<file path="config.mk">
export PLATFORM = sky130hd
export DESIGN_NAME = ising_metropolis_site_update
export DESIGN_NICKNAME = d
export VERILOG_FILES = /design/src/design/imsu_pkg.sv /design/src/design/imsu_lattice.sv /design/src/design/ising_metropolis_site_update.sv
export VERILOG_INCLUDE_DIRS = /design/src /design/src/design
export SDC_FILE = /design/constraint.sdc
export NUM_CORES = 1
export LEC_CHECK = 0
export BUFFER_PORTS_ARGS = -buffer_cell sky130_fd_sc_hd__buf_2
export CELL_PAD_IN_SITES_DETAIL_PLACEMENT = 1
export CELL_PAD_IN_SITES_GLOBAL_PLACEMENT = 1
export CORE_MARGIN = 10
export CORE_UTILIZATION = 45
export CTS_BUF_LIST = sky130_fd_sc_hd__clkbuf_8 sky130_fd_sc_hd__clkbuf_16
export CTS_CLUSTER_DIAMETER = 60
export DETAILED_ROUTE_END_ITERATION = 8
export PLACE_DENSITY = 0.88
export SETUP_SLACK_MARGIN = 0.15
export SYNTH_ARGS = -nofsm -noshare
export SYNTH_HDL_FRONTEND = slang
export SYNTH_SLANG_ARGS = --single-unit
</file>
<file path="constraint.sdc">
create_clock -name i_clk -period 12 [get_ports i_clk]
set_clock_uncertainty 0.1 [all_clocks]
set_input_delay 1.8 -clock i_clk [delete_from_list [all_inputs] [get_ports i_clk]]
set_output_delay 1.8 -clock i_clk [all_outputs]
set_load 0.005 [all_outputs]
</file>
<file path="src/design/ising_metropolis_site_update_defines.svh">
// ----------------------------------------------------------------------------
// ising_metropolis_site_update_defines
// Assertion macros used by the site update top-level design file.
// ----------------------------------------------------------------------------
`ifndef ISING_METROPOLIS_SITE_UPDATE_DEFINES_SVH
`define ISING_METROPOLIS_SITE_UPDATE_DEFINES_SVH

`ifndef SYNTHESIS

// same-cycle implication
`define IMSU_ASSERT_SAME(label, clk, rst_n, ante, cons) \
    label: assert property (@(posedge clk) disable iff (!rst_n) (ante) |-> (cons)) \
        else $error("same-cycle check failed");

// next-cycle implication
`define IMSU_ASSERT_NEXT(label, clk, rst_n, ante, cons) \
    label: assert property (@(posedge clk) disable iff (!rst_n) (ante) |=> (cons)) \
        else $error("next-cycle check failed");

`else

`define IMSU_ASSERT_SAME(label, clk, rst_n, ante, cons)
`define IMSU_ASSERT_NEXT(label, clk, rst_n, ante, cons)

`endif

`endif

</file>
<file path="src/design/imsu_pkg.sv">
// ----------------------------------------------------------------------------
// imsu_pkg
// Types and fixed constants of the Ising site update block.
// ----------------------------------------------------------------------------
package imsu_pkg;

    localparam int unsigned RAND_W       = 16;
    localparam int unsigned COORD_W      = 4;
    localparam int unsigned OUT_ENERGY_W = 11;
    localparam int unsigned CFG_IDX_W    = 2;
    localparam int unsigned CFG_DATA_W   = 16;

    // configuration register indexes
    localparam logic [CFG_IDX_W-1:0] CFG_DE4 = 2'd0;
    localparam logic [CFG_IDX_W-1:0] CFG_DE8 = 2'd1;

    localparam logic [CFG_DATA_W-1:0] THR_RESET = 16'hFFFF;

    // number of neighbours agreeing with the site spin
    localparam logic [2:0] AGREE_DE4 = 3'd3;
    localparam logic [2:0] AGREE_DE8 = 3'd4;

    typedef struct packed {
        logic self_spin;
        logic up;
        logic down;
        logic left;
        logic right;
    } t_nbr;

    typedef struct packed {
        logic accept;
        logic first_row;
        logic first_col;
        logic last_col;
        logic last_site;
    } t_site_ctl;

endpackage

</file>
<file path="src/design/imsu_lattice.sv">
// ----------------------------------------------------------------------------
// imsu_lattice
// Spin memory with a lookahead line and an update history that deliver the
// site spin and its four wrapped neighbours every cycle.
// ----------------------------------------------------------------------------
module imsu_lattice #(
    parameter int unsigned SIDE = 16,
    localparam int unsigned SITES = SIDE * SIDE,
    localparam int unsigned AW = $clog2(SITES)
) (
    input  logic               i_clk,
    input  logic               i_rst_n,
    input  imsu_pkg::t_site_ctl i_ctl,
    input  logic [AW-1:0]      i_cur_idx,
    input  logic [AW-1:0]      i_next_idx,
    input  logic               i_new_spin,
    output imsu_pkg::t_nbr     o_nbr
);
    import imsu_pkg::*;

    logic             r_mem [SITES];
    logic [SIDE-1:0]  r_ahead;   // sites cur .. cur+SIDE-1, not yet updated
    logic [SIDE-1:0]  r_hist;    // bit k: new spin of site cur-1-k
    logic             r_filled;
    logic             n_filled;
    logic             r_rda_data;
    logic             r_rdb_data;
    logic             r_rda_known;
    logic             r_rdb_known;

    logic [AW:0]      sum_a;
    logic             wrap_a;
    logic [AW-1:0]    addr_a;
    logic             near_b;
    logic [AW-1:0]    addr_b;
    logic             down_spin;
    logic             bottom_spin;

    // down neighbour of the next site, wrapping to the top row
    assign sum_a  = (AW+1)'(i_next_idx) + (AW+1)'(SIDE);
    assign wrap_a = (sum_a >= (AW+1)'(SITES));
    assign addr_a = wrap_a ? AW'(sum_a - (AW+1)'(SITES)) : AW'(sum_a);

    // up neighbour of a top-row site lives in the bottom row
    assign near_b = (i_next_idx < AW'(SIDE));
    assign addr_b = near_b ? AW'((AW+1)'(i_next_idx) + (AW+1)'(SITES - SIDE)) : '0;

    assign n_filled = r_filled | (i_ctl.accept & i_ctl.last_site);

    always_ff @(posedge i_clk) begin
        r_rda_data <= r_mem[addr_a];
        r_rdb_data <= r_mem[addr_b];
        if (i_ctl.accept) begin
            r_mem[i_cur_idx] <= i_new_spin;
        end
    end

    // never-written entries read as spin up during the first sweep
    always_ff @(posedge i_clk) begin
        if (!i_rst_n) begin
            r_filled    <= 1'b0;
            r_rda_known <= 1'b0;
            r_rdb_known <= 1'b0;
            r_ahead     <= '1;
        end else begin
            r_filled    <= n_filled;
            r_rda_known <= n_filled | wrap_a;
            r_rdb_known <= n_filled;
            if (i_ctl.accept) begin
                r_ahead <= {down_spin, r_ahead[SIDE-1:1]};
            end
        end
    end

    always_ff @(posedge i_clk) begin
        if (i_ctl.accept) begin
            r_hist <= {r_hist[SIDE-2:0], i_new_spin};
        end
    end

    assign down_spin   = r_rda_known ? r_rda_data : 1'b1;
    assign bottom_spin = r_rdb_known ? r_rdb_data : 1'b1;

    always_comb begin
        o_nbr.self_spin = r_ahead[0];
        o_nbr.down      = down_spin;
        o_nbr.up        = i_ctl.first_row ? bottom_spin : r_hist[SIDE-1];
        o_nbr.left      = i_ctl.first_col ? r_ahead[SIDE-1] : r_hist[0];
        o_nbr.right     = i_ctl.last_col ? r_hist[SIDE-2] : r_ahead[1];
    end

endmodule

</file>
<file path="src/design/ising_metropolis_site_update.sv">
// ----------------------------------------------------------------------------
// ising_metropolis_site_update
// Metropolis update of a periodic square Ising lattice, one site per request.
// ----------------------------------------------------------------------------
// Each input request carries one random word and updates the next site in
// row-major order. The result (site row and column, new spin, flip flag,
// lattice energy saturated to 11 bits, end-of-sweep mark) is held in the
// output register from the edge after the request is taken.
// Throughput is 1 site per cycle while the receiver does not stall. The rate is set by
// the spin memory: per site one read for the down neighbour and one for the
// bottom-row neighbour of a top-row site, with the other neighbours taken
// from a lookahead line and a history of freshly updated spins.
// Reset puts every spin up, the site pointer at zero and the energy at minus
// two times the site count; no clearing pass runs, the first sweep reads
// unwritten spins as up, so requests are taken from the first cycle.
// The thresholds for energy rises 4 and 8 sit at registers 0 and 1 of the
// configuration port, which is always ready; other indexes are ignored.
// While the receiver stalls a held result, the input is stalled too and the
// result stays unchanged.
// ----------------------------------------------------------------------------
`include "ising_metropolis_site_update_defines.svh"

module ising_metropolis_site_update #(
    parameter int unsigned LATTICE_SIDE = 16
) (
    input  logic                                i_clk,
    input  logic                                i_rst_n,
    input  logic                                i_valid,
    output logic                                o_stall,
    input  logic [imsu_pkg::RAND_W-1:0]         i_random_value,
    output logic                                o_valid,
    input  logic                                i_stall,
    output logic [imsu_pkg::COORD_W-1:0]        o_site_row,
    output logic [imsu_pkg::COORD_W-1:0]        o_site_col,
    output logic                                o_spin_up,
    output logic                                o_flipped,
    output logic signed [imsu_pkg::OUT_ENERGY_W-1:0] o_total_energy,
    output logic                                o_sweep_done,
    input  logic                                i_cfg_valid,
    output logic                                o_cfg_ready,
    input  logic [imsu_pkg::CFG_IDX_W-1:0]      i_cfg_index,
    input  logic [imsu_pkg::CFG_DATA_W-1:0]     i_cfg_data
);
    import imsu_pkg::*;

    localparam int unsigned SITES    = LATTICE_SIDE * LATTICE_SIDE;
    localparam int unsigned AW       = $clog2(SITES);
    localparam int unsigned CW       = $clog2(LATTICE_SIDE);
    localparam int unsigned RW       = (CW > COORD_W) ? CW : COORD_W;
    localparam int unsigned ENERGY_W = $clog2(2 * SITES + 1) + 1;
    localparam int unsigned EXT_W    = (ENERGY_W > OUT_ENERGY_W) ? ENERGY_W : OUT_ENERGY_W;
    localparam int          ENERGY_RESET_I = -2 * int'(SITES);
    localparam logic signed [ENERGY_W-1:0] ENERGY_RESET = ENERGY_W'(ENERGY_RESET_I);
    localparam int          E_MIN_I = -(2 ** (OUT_ENERGY_W - 1));
    localparam int          E_MAX_I = (2 ** (OUT_ENERGY_W - 1)) - 1;
    localparam logic signed [EXT_W-1:0] E_MIN = EXT_W'(E_MIN_I);
    localparam logic signed [EXT_W-1:0] E_MAX = EXT_W'(E_MAX_I);

    logic [CFG_DATA_W-1:0]       r_thr_de4;
    logic [CFG_DATA_W-1:0]       r_thr_de8;

    logic [AW-1:0]               r_idx;
    logic [AW-1:0]               n_idx;
    logic [CW-1:0]               r_row;
    logic [CW-1:0]               n_row;
    logic [CW-1:0]               r_col;
    logic [CW-1:0]               n_col;
    logic signed [ENERGY_W-1:0]  r_energy;
    logic signed [ENERGY_W-1:0]  n_energy;

    logic                        accept;
    t_site_ctl                   site_ctl;
    t_nbr                        nbr;
    logic [2:0]                  agree;
    logic                        flip;
    logic                        new_spin;
    logic signed [5:0]           de;
    logic signed [EXT_W-1:0]     e_x;
    logic signed [EXT_W-1:0]     e_sat;
    logic [RW-1:0]               row_x;
    logic [RW-1:0]               col_x;

    logic                        r_out_valid;
    logic [COORD_W-1:0]          r_site_row;
    logic [COORD_W-1:0]          r_site_col;
    logic                        r_spin_up;
    logic                        r_flipped;
    logic signed [OUT_ENERGY_W-1:0] r_total_energy;
    logic                        r_sweep_done;

    // configuration
    assign o_cfg_ready = 1'b1;

    always_ff @(posedge i_clk) begin
        if (!i_rst_n) begin
            r_thr_de4 <= THR_RESET;
            r_thr_de8 <= THR_RESET;
        end else if (i_cfg_valid) begin
            unique case (i_cfg_index)
                CFG_DE4: r_thr_de4 <= i_cfg_data;
                CFG_DE8: r_thr_de8 <= i_cfg_data;
                default: ;
            endcase
        end
    end

    // handshake
    assign o_stall = r_out_valid & i_stall;
    assign accept  = i_valid & ~o_stall;

    // site walk
    always_comb begin
        site_ctl.accept    = accept;
        site_ctl.first_row = (r_row == '0);
        site_ctl.first_col = (r_col == '0);
        site_ctl.last_col  = (r_col == CW'(LATTICE_SIDE - 1));
        site_ctl.last_site = site_ctl.last_col && (r_row == CW'(LATTICE_SIDE - 1));
    end

    always_comb begin
        n_idx = r_idx;
        n_row = r_row;
        n_col = r_col;
        if (accept) begin
            priority if (site_ctl.last_site) begin
                n_idx = '0;
                n_row = '0;
                n_col = '0;
            end else if (site_ctl.last_col) begin
                n_idx = r_idx + 1'b1;
                n_row = r_row + 1'b1;
                n_col = '0;
            end else begin
                n_idx = r_idx + 1'b1;
                n_col = r_col + 1'b1;
            end
        end
    end

    imsu_lattice #(
        .SIDE (LATTICE_SIDE)
    ) u_lattice (
        .i_clk      (i_clk),
        .i_rst_n    (i_rst_n),
        .i_ctl      (site_ctl),
        .i_cur_idx  (r_idx),
        .i_next_idx (n_idx),
        .i_new_spin (new_spin),
        .o_nbr      (nbr)
    );

    // dE = 4 * agree - 8
    assign agree = 3'(nbr.up ~^ nbr.self_spin) + 3'(nbr.down ~^ nbr.self_spin)
                 + 3'(nbr.left ~^ nbr.self_spin) + 3'(nbr.right ~^ nbr.self_spin);
    assign de    = $signed(6'({1'b0, agree, 2'b00}) - 6'd8);

    always_comb begin
        priority if (agree == AGREE_DE8) begin
            flip = (i_random_value < r_thr_de8);
        end else if (agree == AGREE_DE4) begin
            flip = (i_random_value < r_thr_de4);
        end else begin
            flip = 1'b1;
        end
    end

    assign new_spin = nbr.self_spin ^ flip;
    assign n_energy = (accept && flip) ? (r_energy + ENERGY_W'(de)) : r_energy;

    // clamp to the output field range
    assign e_x = EXT_W'(n_energy);
    always_comb begin
        priority if (e_x < E_MIN) begin
            e_sat = E_MIN;
        end else if (e_x > E_MAX) begin
            e_sat = E_MAX;
        end else begin
            e_sat = e_x;
        end
    end

    assign row_x = RW'(r_row);
    assign col_x = RW'(r_col);

    always_ff @(posedge i_clk) begin
        if (!i_rst_n) begin
            r_idx       <= '0;
            r_row       <= '0;
            r_col       <= '0;
            r_energy    <= ENERGY_RESET;
            r_out_valid <= 1'b0;
        end else begin
            r_idx    <= n_idx;
            r_row    <= n_row;
            r_col    <= n_col;
            r_energy <= n_energy;
            if (accept) begin
                r_out_valid <= 1'b1;
            end else if (!i_stall) begin
                r_out_valid <= 1'b0;
            end
        end
    end

    always_ff @(posedge i_clk) begin
        if (accept) begin
            r_site_row     <= row_x[COORD_W-1:0];
            r_site_col     <= col_x[COORD_W-1:0];
            r_spin_up      <= new_spin;
            r_flipped      <= flip;
            r_total_energy <= e_sat[OUT_ENERGY_W-1:0];
            r_sweep_done   <= site_ctl.last_site;
        end
    end

    assign o_valid        = r_out_valid;
    assign o_site_row     = r_site_row;
    assign o_site_col     = r_site_col;
    assign o_spin_up      = r_spin_up;
    assign o_flipped      = r_flipped;
    assign o_total_energy = r_total_energy;
    assign o_sweep_done   = r_sweep_done;

    `IMSU_ASSERT_NEXT(a_idx_wrap, i_clk, i_rst_n, accept && site_ctl.last_site, r_idx == '0)
    `IMSU_ASSERT_NEXT(a_idx_step, i_clk, i_rst_n, accept && !site_ctl.last_site, r_idx == AW'($past(r_idx) + 1'b1))
    `IMSU_ASSERT_SAME(a_origin, i_clk, i_rst_n, site_ctl.first_row && site_ctl.first_col, r_idx == '0)
    `IMSU_ASSERT_NEXT(a_energy_hold, i_clk, i_rst_n, !(accept && flip), r_energy == $past(r_energy))

endmodule

</file>
; Yosys cells after proc, flatten, opt, wreduce, memory -nomap -nowiden
; Memories as Yosys holds them, arrays and structs flattened. A register that Yosys moved wholly into a read port is not among the register bits.
; Cells that the tools add are included.
[classes]
bitwise = 11
addsub = 11
n_reduce_logical = 9
mux = 21
magnitude_cmp = 6
eq_ne = 6
[op_table]
columns = op, count
row1 = $lt A16 B16 Y1, 2
row2 = $mux W8, 4
row3 = $mux W11, 2
row4 = $mux W4, 4
row5 = $xnor A1 B1 Y3, 4
row6 = $add A11 B6 Y11, 1
row7 = $gt A11 B11 Y1 const B, 1
row8 = $lt A11 B11 Y1 const B, 1
row9 = $mux W1, 11
row10 = $add A3 B3 Y3, 3
row11 = $add A8 B5 Y9 const B, 1
row12 = $ge A9 B9 Y1 const B, 1
row13 = $add A4 B1 Y4 const B, 2
row14 = $add A8 B1 Y8 const B, 1
row15 = $add A8 B8 Y8 const B, 1
row16 = $eq A4 B4 Y1 const B, 2
row17 = $logic_not A4 Y1, 2
row18 = $lt A8 B5 Y1 const B, 1
row19 = $sub A8 B1 Y8 const B, 1
row20 = $reduce_and A2 Y1, 3
row21 = $sub A5 B4 Y6 const B, 1
row22 = $and A1 B1 Y1, 3
row23 = $eq A3 B2 Y1 const B, 1
row24 = $eq A3 B3 Y1 const B, 1
row25 = other kinds (8), 10
[totals]
out_inout_bits = 25
reg_bits = 116
ram_bits = 256
memories = 1
word_cells = 82
[mem_list]
columns = name, depth, word_bits, read_ports, rd_clocked_by_memory_dff, wr, line_no
row1 = u_lattice.r_mem, 256, 1, 2, 2, 1, imsu_lattice.sv:21  ; logic r_mem [SITES];

; Logic depth before layout (Yosys ltp)
[logic_depth]
ltp_word = 13
mapped_depth = 22
ltp_nobuf = 22

; Hierarchy
; Synthesis repeated with hierarchy kept, for this count alone.
[hier_totals]
hier_cells = 1508
hier_area_um2 = 17714.5
[modules_own_cells]
columns = module, area_each_um2, cells_each, seq_area_each_um2, n_inst
row1 = imsu_lattice, 13540.5, 1049, 8568.2, 1
row2 = ising_metropolis_site_update, 4174.0, 459, 1761.7, 1

; Least setup slack after synthesis
; OpenSTA, ideal clock, no wires.
[synth_timing]
path_kind = input to register
from = input port i_random_value[15] (netlist name)
to = register u_lattice.r_hist[0] (data pin)
stages = 8
setup_slack_ps = 362
arrival_ps = 10009
setup_time_ps = 1529
path_buffers = 1
t_required_ps = 10371
cell_sequence = ha_1 nand4_1 or4_1 nor3_1 a21o_1 clkbuf_1 nor2_1 xor2_1
[synth_between]
elab_chain_len = 4
elab_cells_between_ends = 5
[synth_lines]
columns = item, line_no
row1 = start: declaration, ising_metropolis_site_update.sv:30  ; input logic [imsu_pkg::RAND_W-1:0] i_random_value,
row2 = $lt A16 B16 Y1, ising_metropolis_site_update.sv:161  ; flip = (i_random_value < r_thr_de4);
row3 = $mux W1, ising_metropolis_site_update.sv:160  ; end else if (agree == AGREE_DE4) begin
row4 = $mux W1 (*), ising_metropolis_site_update.sv:158  ; priority if (agree == AGREE_DE8) begin
row5 = net flip, ising_metropolis_site_update.sv:75  ; logic flip;
row6 = $xor A1 B1 Y1 (*), ising_metropolis_site_update.sv:167  ; assign new_spin = nbr.self_spin ^ flip;
row7 = net new_spin, ising_metropolis_site_update.sv:76  ; logic new_spin;
row8 = end signal: assignment, imsu_lattice.sv:77  ; r_hist <= {r_hist[SIDE-2:0], i_new_spin};
row9 = end: declaration, imsu_lattice.sv:23  ; logic [SIDE-1:0] r_hist;
; Mark *: on every way through the listed nets, which the timed path passes. The rest lies on a longest branch.
; A chain may end at the register's enable or synchronous reset.

; Worst setup path after layout
[layout_timing]
from = input port i_valid
to = register u_lattice.r_rda_data, read port of u_lattice.r_mem
[layout_between]
elab_chain_len = 5
elab_cells_between_ends = 6
[layout_lines]
columns = item, line_no
row1 = start: declaration, ising_metropolis_site_update.sv:28  ; input logic i_valid,
row2 = $and A1 B1 Y1 (*), ising_metropolis_site_update.sv:109  ; assign accept = i_valid & ~o_stall;
row3 = $mux W8 (*), ising_metropolis_site_update.sv:124  ; if (accept) begin
row4 = $add A8 B5 Y9 (*), imsu_lattice.sv:40  ; assign sum_a = (AW+1)'(i_next_idx) + (AW+1)'(SIDE);
row5 = $sub A8 B1 Y8 or $ge A9 B9 Y1 (tied branches), "imsu_lattice.sv:42, imsu_lattice.sv:41"
row6 = $mux W8 (*), imsu_lattice.sv:42  ; assign addr_a = wrap_a ? AW'(sum_a - (AW+1)'(SITES)) : AW'(sum_a);
row7 = end: declaration, imsu_lattice.sv:26  ; logic r_rda_data;
; Every way passes the cells marked *; elsewhere a longest branch is shown, timed or not.

==> metrics.txt <==
sequential area share after synthesis 0.5708; antenna cells 0; worst hold start u_lattice.r_hist[2]$_DFFE_PP_; CTS tree built; Fin Hold WS 0.3334 ns; DRT antenna net count 0; # Max-Cap Violations 0; Initial Util 0.4541; Syn Inst Count roughly 1700; P_leak a little over 7 nW; GR Overflow Total 0; Setup TNS Final 0 ns; synth top area cells edfxtp_1 (48%), dfxtp_1 (8.7%), nor2_1 (6.3%); overall power ~3.2 mW; Setup Crit Path Kind in -> reg; Hold WC Path Type reg -> reg; root buffer cell clkbuf_16; Yosys top cell area share 0.4843; post-synthesis cell type count 90; top cell type by total area after synthesis edfxtp_1; area grow syn2layout 10.98%; final wirelength between 50 and 60 mm; Die W 220.2 um; Buffers on Ports 60; critical-path maximum fanout between 90 and 100; critical path startpoint i_valid; Site Rows 73; syn_area_per_cell 10.53 sq um; CTS clk-pin slew, worst paths approximately 0.070 ns; # setup viols final 0; first-iteration detailed-routing DRC count about 1400; Clk pwr share 0.414; I/O pin cnt 64; Clock Sinks 369; Pre-antenna DRT Iters 5; Vias between 10000 and 15000; Hold Vio Cnt, Final 0; post_cts resized 0; Async SR Flop Fraction 0; Synthesis Warnings 0; power per cell area about 160 nW/um^2; Net Sw Power between 0.8 and 0.9 mW; postcts setup bufs 0; Worst Tran Pin Value 1.430 ns; Register-to-Register Path Depth 20; WP data required between 10 and 15 ns; Floorplan Core Area around 40000 sq um; min Tclk post-route approximately 6.2 ns; Final Max Slew Viols 0; Critical Path Source Type input port; Data arrival, critical path ~6.6 ns; switch share 0.2641; Die Ht around 220 um; Clk Latency, worst-skew pair around 0.58 ns; H-tree depth 2; GP Congestion roughly 0.96; Nets roughly 1800; RSZ-0062 raised after global routing false; crit end category flop; DR vias/cell about 6.3; CTS Hold Bufs 0; Post-Syn Area approximately 18000 sq um; period utilisation layout 0.5156; Internal 2.333 mW; wire length per cell around 26 um; ys flop type edfxtp_1; dpl hpwl 34.88 mm; sequential share of power 0.461; first-pass GRT wire length 88.73 mm; vias in the first global route between 10000 and 15000; FF+latch count, synth between 300 and 400; pin count of the biggest net entering global routing around 260; slew margin rel. 0.04398; DIE AREA about 49000 sq um; share of cells above drive strength 1 0.1057; fmax approximately 160 MHz; worst flop-to-flop path startpoint col_x[0]$_SDFFE_PN0P_; clock buffer count from CTS approximately 40; status complete, no violations; DRC Markers 0; number of synthesized flops with an enable pin between 200 and 300; Total Routing Usage GR 0.2369; maximum vdd drop 0.1060 mV; CTS Buffer Depth 3; initial antenna violation count 0; Hold Path Stages 0; combinational share of power 0.126
-- power by group through the flow --
stage	Clock [mW]	Combinational (mW)	Sequential, mW
after floorplan	0	0.264	1.49
after global placement	0	0.365	1.48
after detailed placement	0	0.386	1.49
after CTS	1.33	0.393	1.46
after global routing	1.38	0.430	1.46
final	1.31	0.398	1.46
-- routing by layer --
metal  vias to the layer above  global-route usage  routed length, um
li1                       6252                   -                  -
met1                      7304              0.2896              22920
met2                       640              0.3949              28240
met3                       144             0.05653               4891
met4                         0              0.1004               2052
met5                         -                   0                  0
-- critical path, stage by stage --
cell       delay (ns)
buf_2            0.10
a21bo_2          0.18
buf_4            0.49
inv_6            0.42
o21ai_1          0.53
o311a_1          1.06
nand2_1          0.51
o32ai_1          0.57
o21ai_0          0.26
o2111ai_1        0.20
nand3_1          0.12
a32oi_1          0.22
-- worst paths after layout --
kind | end | slack, ns
max | u_lattice.r_rda_data$_DFF_P_ | 5.81
min | u_lattice.r_hist[3]$_DFFE_PP_ | 0.33
max reg2reg | o_total_energy[10]$_DFFE_PP_ | 6.43
min reg2reg | u_lattice.r_hist[3]$_DFFE_PP_ | 0.33
-- cell families after synthesis --
family,share of synthesized area
buf+inv,0.04840
xor+xnor,0.01068
mux,0.02309
compound gates,0.1452
other cells,0.0004162
fa+ha+maj,0.03828
simple gates,0.1631
flops,0.5708
-- placed cells by master (no fill, tap or decap), drive strengths merged, types with 13 or more instances in the layout --
cell,synthesis,routed
xnor2,13,13
ha,52,52
clkinv,1,19
nand4,18,18
and3,42,42
nor3,14,14
o211ai,53,53
mux2i,24,24
buf,59,88
a21o,16,16
a31oi,17,17
a311oi,15,15
o21ai,51,51
a21oi,62,62
a211oi,30,30
dfxtp,78,78
inv,59,64
a32oi,15,15
nand3,70,70
clkbuf,77,42
nor2,305,305
edfxtp,291,291
nand2,186,186
-- synthesized netlist by cell type (all sizes together), types with 42 or more instances --
cell,count
clkbuf,77
o211ai,53
nand2,186
a21oi,62
nand3,70
edfxtp,291
buf,59
ha,52
and3,42
o21ai,51
inv,59
nor2,305
dfxtp,78
-- through the flow --
step / instances / cell area (sq um) / utilization / setup WS, ns
6_report: 2266 / 20030 / 0.5040 / 5.812
5_1_grt: 2266 / 20030 / 0.5040 / 5.689
4_1_cts: 2266 / 20030 / 0.5040 / 5.994
3_5_place_dp: 2191 / 18650 / 0.4693 / 5.422
3_3_place_gp: 2191 / 18650 / 0.4693 / 5.420
2_1_floorplan: 1714 / 18050 / - / 0.3617
-- cell type report --
class	instances	area (sq um)
well taps	525	656.9
multi-input cells	1149	6937
inverters	60	230.2
clock buffers	42	1051
fillers	4283	19710
flip-flops and latches	369	10300
repair buffers	88	523.0
clock inverters	33	327.8
-- state kept, by name (all words and copies together), names as in the netlist, 8 cells and up --
name	count
u_lattice.r_hist	16
u_lattice.r_ahead	16
o_total_energy	9
r_idx	8
r_thr_de8	16
r_thr_de4	16
r_energy	9
u_lattice.r_mem	256
No activity file was read; power rests on OpenSTA's default activity.
